==> config.mk <==
export PLATFORM = sky130hd
export DESIGN_NAME = prrl_ctrl
export DESIGN_NICKNAME = d
export VERILOG_FILES = /design/src/rtl/prrl_pkg.sv /design/src/rtl/prrl_ctrl.sv
export SDC_FILE = /design/constraint.sdc
export NUM_CORES = 1
export LEC_CHECK = 0
export BUFFER_PORTS_ARGS = -buffer_cell sky130_fd_sc_hd__buf_2
export CORE_AREA = 2 2 39 41
export CTS_CLUSTER_DIAMETER = 80
export CTS_CLUSTER_SIZE = 40
export DETAILED_ROUTE_END_ITERATION = 10
export DIE_AREA = 0 0 41 43
export SYNTH_ARGS = -nofsm -noshare
export SYNTH_HDL_FRONTEND = slang
export SYNTH_SLANG_ARGS = --single-unit
==> constraint.sdc <==
create_clock -name clk_i -period 1.2 [get_ports clk_i]
set_input_delay 0.12 -clock clk_i [delete_from_list [all_inputs] [get_ports clk_i]]
set_output_delay 0.12 -clock clk_i [all_outputs]
set_load 0.05 [all_outputs]
==> src/rtl/prrl_pkg.sv <==
package prrl_pkg;

  localparam int unsigned KeyW    = 32;
  localparam int unsigned CountW  = 31;
  localparam int unsigned TotalW  = 32;
  localparam int unsigned IdxOutW = 10;
  localparam int unsigned EntryW  = CountW + 1;

  localparam logic [CountW-1:0] ThresholdReset = CountW'(10000);
  localparam logic [CountW-1:0] CountMax       = {CountW{1'b1}};
  localparam logic [TotalW-1:0] TotalMax       = {TotalW{1'b1}};

  localparam logic FuncPacket    = 1'b0;
  localparam logic FuncTick      = 1'b1;
  localparam logic VerdictPermit = 1'b0;
  localparam logic VerdictBlock  = 1'b1;

  typedef struct packed {
    logic mod_start;
    logic mem_read;
    logic update;
    logic report;
    logic clr_step;
  } cmd_t;

  typedef struct packed {
    logic mod_done;
    logic clr_last;
    logic out_free;
  } status_t;

endpackage

==> src/rtl/prrl_ctrl.sv <==
module prrl_ctrl (
  input  logic              clk_i,
  input  logic              rst_ni,
  input  logic              in_valid_i,
  output logic              in_ready_o,
  input  logic              func_i,
  input  prrl_pkg::status_t status_i,
  output prrl_pkg::cmd_t    cmd_o
);

  typedef enum logic [2:0] {
    ST_CLEAR,
    ST_IDLE,
    ST_MOD,
    ST_UPDATE,
    ST_REPORT
  } state_e;

  state_e state_q;
  state_e state_d;

  always_comb begin
    state_d    = state_q;
    cmd_o      = '0;
    in_ready_o = 1'b0;
    case (state_q)
      ST_CLEAR: begin
        cmd_o.clr_step = 1'b1;
        if (status_i.clr_last) begin
          state_d = ST_IDLE;
        end
      end
      ST_IDLE: begin
        in_ready_o = 1'b1;
        if (in_valid_i) begin
          if (func_i == prrl_pkg::FuncTick) begin
            state_d = ST_REPORT;
          end else begin
            cmd_o.mod_start = 1'b1;
            state_d         = ST_MOD;
          end
        end
      end
      ST_MOD: begin
        if (status_i.mod_done) begin
          cmd_o.mem_read = 1'b1;
          state_d        = ST_UPDATE;
        end
      end
      ST_UPDATE: begin
        if (status_i.out_free) begin
          cmd_o.update = 1'b1;
          state_d      = ST_IDLE;
        end
      end
      ST_REPORT: begin
        if (status_i.out_free) begin
          cmd_o.report = 1'b1;
          state_d      = ST_CLEAR;
        end
      end
      default: begin
        state_d = ST_IDLE;
      end
    endcase
  end

  always_ff @(posedge clk_i or negedge rst_ni) begin
    if (!rst_ni) begin
      state_q <= ST_CLEAR;
    end else begin
      state_q <= state_d;
    end
  end

endmodule

* Yosys cells after proc, flatten, opt, wreduce, memory -nomap -nowiden
Cells that the tools add are included.
Widths: inputs -> output; s select.
** Storage, ports and cells
- Flip-flop bits (word level) :: 3
- Latch bits :: 0
- Bits in writable memories :: 0
- ROM bits :: 0
- Word-level logic and storage cells :: 29
- Memories :: 0
** Operators by class
- $add $sub $neg :: 0
- $mul :: 0
- Div/mod/pow operators :: 0
- Order comparisons :: 0
- Equality and inequality tests :: 9
- Shifts and indexed selects :: 0
- Muxes and demuxes :: 17
- Bitwise operators :: 0
- Reductions and logical operators :: 2
** Operator list (number)
- $mux 3 :: 6
- $pmux 3 s5 :: 1
- $mux 1 :: 10
- $ne 2x2->1 const B :: 5
- $eq 3x2->1 const B :: 2
- $reduce_and 5->1 :: 1
- $eq 3x1->1 const B :: 1
- $eq 3x3->1 const B :: 1
- $logic_not 3->1 :: 1

* Depth between registers and ports, before layout
- Depth in word-level cells :: 3
- Mapped depth :: 4

* Least setup slack after synthesis
No wires, ideal clock.
- Path kind :: flip-flop to output port
- Start :: register state_q[1]
- End :: output port cmd_o[4] (netlist bit)
- Arrival :: 2034 ps
- Required time :: 1080 ps
- Path slack :: -954 ps
- Cell stages (with the launch flop) :: 3
- Buffers on the path :: 1
- Path through :: dfrtp_1 buf_2 nor4_1
** RTL lines
- from (decl) :: line prrl_ctrl.sv:19 : state_e state_q;
- from (signal assigned) :: line prrl_ctrl.sv:72 : state_q <= state_d;
- to (decl) :: line prrl_ctrl.sv:8 : output prrl_pkg::cmd_t cmd_o

==> results.md <==
- Min Tclk post-route: roughly 1300 ps
- IO Count: 13
- Post-synthesis cell type count: 15
- Clock root buffer: clkbuf_4
- Die Y: between 40 and 50 um
- Worst-Margin Slew: ~200 ps
- Commonest cells post-synth: nor3_1, dfrtp_1, nand2_1, nor2_1
- Final period utilization: 110%
- Clock power share: 13.3%
- Port Buffer Count: 12
- Placer's final routability congestion estimate: a little under 0.7
- Outcome: finished with violations
- Most area-hungry cell type in the Yosys netlist: dfrtp_1
- Syn-to-layout area delta: 148%
- Final Hold Fails: 0
- GR Util All Layers: 10.1%
- Switching part of the total power: approximately 47%
- Crit path kind: register to output pin
- Final Skew: 1.94 ps
- Initial antenna violation count: 0
- Slew HR: 86.2%
- Vias per inst: 4.35
- Largest net degree at the start of global routing: 6
- Initial DRC Count: 7
- Synth Area in Compound Gates: between 10 and 15%
- Combinational power share: a little under three quarters
- DRC viols: 0
- Share of cells above drive strength 1: about three quarters
- Number of synthesized flops with an enable pin: 0
- Switching power: around 620 uW
- Die W: ~41 um
- Area after DPL: between 300 and 400 um^2
- Fmax: ~760 MHz
- # fillers: about 140
- Clk slew on worst S/H paths: about 40 ps
- Top cells by area, synth: dfrtp_1, nor3_1, nor3b_1
- Via Count: ~290
- Number of global-route vias before repair: 306
- Max-slew violation count: 0
- Warnings from Yosys: 0
- Top FF cell, synth: dfrtp_1
- Worst min path class: primary input to register
- Largest register FFs: 3
- Worst setup SP type: register
- ANT cells: 0
- Worst-path fanout max: 4
- Design area: just over 500 um^2
- Core outline area: between 0.001 and 0.0015 mm^2
- Mapped Nets: 34
- Cell Area, Synth: 209 um^2
- Total leakage power: approximately 0.22 nW
- Largest family of logic cells by synthesized area: simple AND/OR/NAND/NOR gates
- Failing checks: setup timing
- Clock sinks: 3
- Sequential-to-total area share from yosys stat: 35.9%
- Area of the die: between 0.0015 and 0.002 mm^2
- Crit path required time: ~1100 ps
- Nets: 58
- Critical Path AT: between 1000 and 1500 ps
- Max Cap Viol: 0
- Final setup viols: 6
- WL per Instance: between 10 and 15 um
- Post-Synth XOR/XNOR Area: 0%
- CTS tree: yes
- Mux cell area share after synthesis: 0%
- Largest Register: state_q
- Pwr Density: ~2600 mW/mm^2
- Post-Synth Simple-Gate Area: 41.9%
- Worst Hold Slack: between 150 and 200 ps
- Syn Inst Count: 27
- Syn_area_per_cell: 7.74 um^2
- Final wirelength: roughly 760 um
- Clk Latency, worst-skew pair: around 240 ps
- Adder-cell area share of the yosys netlist: 0%
- Asr flop ratio synth: 100%
- Registers with the most flip-flops: state_q x3
- Yosys reg bits: 3
- HPWL after detailed placement: ~490 um
- H-tree levels: 1
- Flop2flop setup slack: roughly 30 ps
- VDD IR max: ~0.00086 V
- First-pass GRT wire length: approximately 1.1 mm
- Starting Density: roughly 15%
- Crit path capture type: output pin
- GRT overflow: 0
- Synth top area share: 35.9%
- Final Core Density: a little under two fifths
- Crit path setup slack, layout: -124 ps
- RSZ-0062 raised after global routing: true
- Count leader, synth: nor3_1
- FP Rows: 14
- Int Power: slightly above 700 uW
- CTS buffer count: 3
- TritonRoute pass-1 iters: 3
- Antenna-violating nets left: 0
- Seq pwr share: between 10% and 20%
- Clk buf depth: 2
## critical path, cell delays in order (launching register included)
cell     delay [ps]
dfrtp_2         430
buf_4           150
nor3b_4         200
buf_6           180
## cell usage in the layout (no fill, tap or decap)
master and n:
nand2_4 1, buf_6 7, dlygate4sd3_1 1, nor3_1 3, nor4_4 1, clkbuf_4 3
a32oi_1 1, dfrtp_2 2, clkbuf_1 1, nor3_2 1, nand2_1 1, nor2_1 2
nand4_1 1, nand2_2 1, inv_2 1, dfrtp_1 1, nor2_4 1, buf_12 1
buf_8 1, a211oi_1 1, buf_2 6, nor3_4 1, a21oi_2 1, buf_4 6
or3_1 1, nor3b_4 2, nand2b_4 1
## power groups by stage
stage	combinational, mW	clock (mW)	sequential, mW
2_1_floorplan	0.507	0	0.150
3_3_place_gp	0.580	0	0.205
3_5_place_dp	0.583	0	0.206
4_1_cts	0.826	0.180	0.202
5_1_grt	1.00	0.188	0.208
6_report	0.961	0.178	0.205
## area by class of cell
| cell class | instances | area [um^2] | area share [%] |
|---|---|---|---|
| inverters | 1 | 3.75 | 0.725 |
| clock buffers | 4 | 26.3 | 5.07 |
| repair buffers | 22 | 199 | 38.4 |
| multi-input cells | 20 | 191 | 37.0 |
| flip-flops and latches | 3 | 77.6 | 15.0 |
| well taps | 16 | 20.0 | 3.86 |
## through the flow
step | setup slack [ps] | power, mW | TNS [ps] | std cells
after floorplan | -133 | 0.657 | -661 | 27
after detailed placement | -10.7 | 0.789 | -17.3 | 56
after CTS | -128 | 1.21 | -565 | 64
final | -124 | 1.34 | -612 | 66
after global placement | 0.161 | 0.785 | 0 | 56
after global routing | -146 | 1.40 | -854 | 66
## cell families after synthesis
logic type,count (synthesis)
compound gates,3
buf+inv,4
flops,3
simple gates,17
## per-layer routing
| layer | track usage (%) | part of all wire [%] | wire length (um) |
|---|---|---|---|
| met5 | 0 | 0 | 0 |
| met4 | 10.0 | 1.8 | 14 |
| met3 | 0 | 3.4 | 26 |
| met2 | 16.3 | 57 | 435 |
| met1 | 10.6 | 37 | 281 |
## final timing paths
check,depth (start not counted),endpoint,start
hold / removal,3,state_q[2],in_valid_i
min in group asynchronous,2,state_q[0],rst_ni
setup / recovery,3,cmd_o[3],state_q[0]
setup reg to reg,4,state_q[2],state_q[2]
hold reg to reg,2,state_q[1],state_q[2]
max in group asynchronous,2,state_q[1],rst_ni
## timing repair
item	in CTS	in global routing
gates resized for setup	22	4
setup buffers	3	2
setup endpoints to repair	6	7
pin swaps	2	4
hold endpoints to repair	3	0
hold buffers	1	0
Power figures use the tool's default switching activity.
