`src/rtl/prrl_pkg.sv`:
```
package prrl_pkg;

  localparam int unsigned KeyW    = 32;
  localparam int unsigned CountW  = 31;
  localparam int unsigned TotalW  = 32;
  localparam int unsigned IdxOutW = 10;
  localparam int unsigned EntryW  = CountW + 1;

  localparam logic [CountW-1:0] ThresholdReset = CountW'(10000);
  localparam logic [CountW-1:0] CountMax       = {CountW{1'b1}};
  localparam logic [TotalW-1:0] TotalMax       = {TotalW{1'b1}};

  localparam logic FuncPacket    = 1'b0;
  localparam logic FuncTick      = 1'b1;
  localparam logic VerdictPermit = 1'b0;
  localparam logic VerdictBlock  = 1'b1;

  typedef struct packed {
    logic mod_start;
    logic mem_read;
    logic update;
    logic report;
    logic clr_step;
  } cmd_t;

  typedef struct packed {
    logic mod_done;
    logic clr_last;
    logic out_free;
  } status_t;

endpackage

```
`src/rtl/prrl_mod.sv`:
```
module prrl_mod #(
  parameter int unsigned NUM_RULES = 1024
) (
  input  logic                         clk_i,
  input  logic                         rst_ni,
  input  logic                         start_i,
  input  logic [prrl_pkg::KeyW-1:0]    key_i,
  output logic                         done_o,
  output logic [$clog2(NUM_RULES)-1:0] rem_o
);

  localparam int unsigned IdxW = $clog2(NUM_RULES);

  if ((1 << IdxW) == NUM_RULES) begin : g_pow2
    logic [IdxW-1:0] rem_q;

    always_ff @(posedge clk_i or negedge rst_ni) begin
      if (!rst_ni) begin
        rem_q <= '0;
      end else if (start_i) begin
        rem_q <= key_i[IdxW-1:0];
      end
    end

    assign done_o = 1'b1;
    assign rem_o  = rem_q;
  end else begin : g_recip
    localparam int unsigned Shift = prrl_pkg::KeyW + IdxW;
    localparam int unsigned ProdW = 2 * prrl_pkg::KeyW + 1;
    localparam longint unsigned Recip = (64'd1 << Shift) / NUM_RULES;
    localparam logic [prrl_pkg::KeyW:0] RecipC = (prrl_pkg::KeyW + 1)'(Recip);
    localparam logic [IdxW:0] NumC = (IdxW + 1)'(NUM_RULES);

    logic [ProdW-1:0] prod;
    logic [IdxW:0]    quot_q;
    logic [IdxW:0]    key_lo_q;
    logic [IdxW:0]    diff;
    logic [IdxW-1:0]  rem_q;
    logic             busy_q;

    // quotient estimate is exact or one low, so one compare and subtract corrects it
    assign prod = ProdW'(key_i) * ProdW'(RecipC);
    assign diff = key_lo_q - quot_q * NumC;

    always_ff @(posedge clk_i or negedge rst_ni) begin
      if (!rst_ni) begin
        busy_q <= 1'b0;
      end else begin
        busy_q <= start_i;
      end
    end

    always_ff @(posedge clk_i) begin
      if (start_i) begin
        quot_q   <= prod[Shift +: IdxW + 1];
        key_lo_q <= key_i[IdxW:0];
      end
      if (busy_q) begin
        rem_q <= (diff >= NumC) ? diff[IdxW-1:0] - NumC[IdxW-1:0] : diff[IdxW-1:0];
      end
    end

    assign done_o = !busy_q;
    assign rem_o  = rem_q;
  end

endmodule

```
`config.mk`:
```
export PLATFORM = sky130hd
export DESIGN_NAME = prrl_mod
export DESIGN_NICKNAME = d
export VERILOG_FILES = /design/src/rtl/prrl_pkg.sv /design/src/rtl/prrl_mod.sv
export SDC_FILE = /design/constraint.sdc
export NUM_CORES = 1
export LEC_CHECK = 0
export ABC_AREA = 1
export ABC_CLOCK_PERIOD_IN_PS = 800
export BUFFER_PORTS_ARGS = -buffer_cell sky130_fd_sc_hd__buf_2
export CAP_MARGIN = 20
export CORE_AREA = 2 2 39 41
export CTS_BUF_LIST = sky130_fd_sc_hd__clkbuf_8
export DETAILED_ROUTE_END_ITERATION = 6
export DIE_AREA = 0 0 41 43
export PLACE_DENSITY = 0.78
export SYNTH_ARGS = -nofsm -noshare
export SYNTH_HDL_FRONTEND = slang
export SYNTH_SLANG_ARGS = --single-unit
export TNS_END_PERCENT = 30
```
`constraint.sdc`:
```
create_clock -name clk_i -period 0.8 [get_ports clk_i]
set_input_delay 0.08 -clock clk_i [delete_from_list [all_inputs] [get_ports clk_i]]
set_output_delay 0.08 -clock clk_i [all_outputs]
set_load 0.005 [all_outputs]
```
* Word level (Yosys, flattened, before mapping)
Index checks and enable logic that the tools add are counted.
** Word-level totals
- Logic and storage cells :: 1
- Register bits after elaboration :: 10
- Output and inout bits :: 11
- Bits in read-only memories :: 0
- Input bits :: 35
- Latch bits :: 0
- RAM bits :: 0
- Memories :: 0
** Cells by class
- Reductions and logical operators :: 0
- Mux-type cells :: 0
- Equal/unequal tests :: 0
- $mul :: 0
- Bitwise operators :: 0
- $lt $le $gt $ge :: 0
- Divide/modulo/power cells :: 0
- Shifts and indexed selects :: 0
- Add/sub/neg operators :: 0

* Depth between registers and ports, before layout
- Depth after elaboration :: 0
- Depth in mapped cells :: 3
- Mapped depth without buffers :: 3

* Worst setup path after synthesis
Ideal clock, no wire load.
- Kind :: reg-to-reg
- From :: register rem_o[0] (netlist name)
- To :: register g_pow2.rem_q[0] (netlist: rem_o[0])
- Data required time :: 0.684 ns
- Cell stages (with the launch flop) :: 3
- Path slack :: 0.219 ns
- Period minus slack after synthesis :: 0.581 ns
- Arrival :: 0.465 ns
- Path buffers :: 0
- Setup time :: 0.116 ns
- Cell sequence :: dfrtp_1 -> nand2_1 -> nand2_1
** RTL lines
- to (signal assigned) :: line prrl_mod.sv:21 : rem_q <= key_i[IdxW-1:0];
- to (decl) :: line prrl_mod.sv:15 : logic [IdxW-1:0] rem_q;

* Worst setup path after layout
- From :: register g_pow2.rem_q[8] (netlist: rem_o[8])
- To :: output rem_o[8]
** RTL lines
- to (decl) :: line prrl_mod.sv:9 : output logic [$clog2(NUM_RULES)-1:0] rem_o
No word-level cell between the ends.

==> impl_metrics.py <==
metrics = {
    "run_status": {
        "status": "complete, but fails checks",
        "violations": "negative setup slack",
    },
    "cts": {
        "clk_latency_ns": 0.23,
        "cts_made_buffers": 3,
        "cts_resized": 0,
        "path_clk_slew_ns": 0.05,
        "cts.path.max_buffers": 2,
        "tritoncts": "built",
        "ctsHtreeMaxLevel": 1,
        "root_buffer": "clkbuf_8",
        "clkSinkCount": 10,
    },
    "synthesis": {
        "synth_common_cells": "30 x nand2_1, 10 x dfrtp_1",
        "syn_area_sq_um": 389,
        "yosysMostFrequentCell": "nand2_1",
        "yosys_most_used_dff": "dfrtp_1",
        "ys_seq_elements": 10,
        "synth_edf_count": 0,
        "synth_nets": 79,
        "postSynth.asyncResetShare": 1.00,
        "post-synth-top-area-cell": "dfrtp_1",
        "synthCells": 44,
        "yosys_warnings": 0,
        "netlist.area_leader.share": 0.643,
        "ys_types": 6,
        "yosysSeqAreaShare": 0.643,
        "yosys-top-cells-area": "dfrtp_1 64%, nand2_1 29%, buf_6 2.9%",
        "syn_area_per_cell_sq_um": 8.84,
    },
    "timing": {
        "rsz0062_at_grt": "true",
        "setup_violations": 8,
        "hold_violations": 0,
        "fin_crit_sh": 1.02,
        "maxSlewViolCount": 0,
        "fin_skew_ns": 0,
        "layout_setup_ws_ns": -0.0126,
        "final.min_clock_period_ns": 0.813,
        "clock.fmax_mhz": 1230,
    },
    "route": {
        "antenna_left": 0,
        "drt_first_pass_iters": 2,
        "drc_errors": 0,
        "post_drt_wl_per_cell_um": 8.88,
        "avgViaCountPerCell": 3.94,
        "drt_iter0_markers": 4,
        "vias": 347,
        "wl_um": 781,
    },
    "die": {
        "dieHeight_um": 43,
        "num_io_pins": 46,
        "rows": 14,
        "die_w_um": 41,
        "dieArea_sq_um": 1760,
        "placeableCoreArea_sq_um": 1380,
        "start_util": 0.281,
    },
    "grt": {
        "grt_pass1_vias": 283,
        "grt.busiest_layer": "met2",
        "track_usage": 0.0967,
        "grt_first_pass_wirelength_um": 1120,
        "grt-ovfl-total": 0,
        "grt_util_met1": 0.125,
        "grt_max_degree": 12,
        "antenna_found_initial": 0,
        "grt_util_met2": 0.134,
        "use_met3": 0.0314,
    },
    "placed_design": {
        "gp_congestion": 0.536,
        "port_buffers": 22,
        "dp_slack_ns": 0.123,
        "hpwl_um": 560,
    },
    "final_layout": {
        "largest_reg_flops": 10,
        "final_util": 0.425,
        "seqCellArea_sq_um": 250,
        "area_growth_pct": 51.1,
        "multi_input_area_sq_um": 116,
        "num_antenna_cells": 0,
        "nets": 108,
        "nFillCells": 148,
        "drive_gt1_frac": 0.417,
    },
    "setup_path": {
        "startpoint_type": "register",
        "end_kind": "output port",
        "cp_max_fo": 2,
        "slowest_delay_ns": 0.38,
        "crit_buf_inv": 1,
        "critical_path_class": "register to output port",
        "crit_family": "flip-flops",
        "crit_arrival_ns": 0.73,
        "cp_slowest_cell": "dfrtp_1",
        "crit_chain": "buf_2",
        "cp.required_ns": 0.72,
    },
    "min_path": {
        "min_path_type": "input pin to register",
    },
    "run": {
        "cap_viol_max_count": 0,
    },
    "power": {
        "ir_drop_v": 0.000967,
        "power_leakage_nw": 0.354,
        "powerDensity_nw_per_um2": 2310,
        "p_total_w": 0.00136,
    },
}
-- worst paths after layout --
path	cells after the start	from	endpoint	slack [ns]
setup / recovery	1	rem_o[8]$_DFFE_PN0P_	rem_o[8]	-0.01
hold / removal	3	key_i[6]	rem_o[6]$_DFFE_PN0P_	0.05
setup reg to reg	3	rem_o[5]$_DFFE_PN0P_	rem_o[5]$_DFFE_PN0P_	0.09
hold reg to reg	2	rem_o[0]$_DFFE_PN0P_	rem_o[0]$_DFFE_PN0P_	0.46
max in group asynchronous	2	rst_ni	rem_o[9]$_DFFE_PN0P_	0.38
min in group asynchronous	2	rst_ni	rem_o[5]$_DFFE_PN0P_	0.23
-- metal layers --
| layer | wire [um] | vias up |
|---|---|---|
| li1 | - | 184 |
| met1 | 326 | 151 |
| met2 | 402 | 12 |
| met3 | 52 | 0 |
| met4 | 0 | 0 |
| met5 | 0 | - |
-- cell families after synthesis --
kind of cell	share of synthesized area
simple gates	0.289
flops	0.643
buf+inv	0.0579
other cells	0.00964
-- cell usage in the layout, fill, tap and decap left out --
cell type      count
buf_4              3
clkbuf_8           4
conb_1             1
inv_2              1
dfrtp_1           10
buf_2             22
nand2_1           30
dlygate4sd3_1      1
-- through the flow --
stage | TNS [ns] | cell area, sq um | hold WS [ns] | std cells
6_report | -0.0458 | 588 | 0.0468 | 88
5_1_grt | -0.289 | 588 | 0.0527 | 88
4_1_cts | -0.119 | 573 | 0.0415 | 86
3_5_place_dp | 0 | 500 | -0.0533 | 80
3_3_place_gp | 0 | 500 | -0.0555 | 80
2_1_floorplan | 0 | 389 | -0.216 | 44
-- report_power, final --
| part | internal, W | switching [W] | leakage, nW |
|---|---|---|---|
| combinational | 0.0000884 | 0.0000795 | 0.203 |
| clock | 0.000432 | 0.000187 | 0.0288 |
| sequential | 0.000552 | 0.0000202 | 0.122 |
-- final cells by class --
type / instances / area share
Sequential cell: 10 / 0.426
Tap cell: 16 / 0.0340
Clock buffer: 4 / 0.0936
Timing Repair Buffer: 26 / 0.243
Multi-Input combinational cell: 31 / 0.198
Inverter: 1 / 0.00638
-- timing repair --
action,in CTS,in global routing
hold buffers,1,0
hold endpoints to repair,10,0
buffers inserted,1,2
setup endpoints to repair,10,10
(Power assumes the default switching activity.)
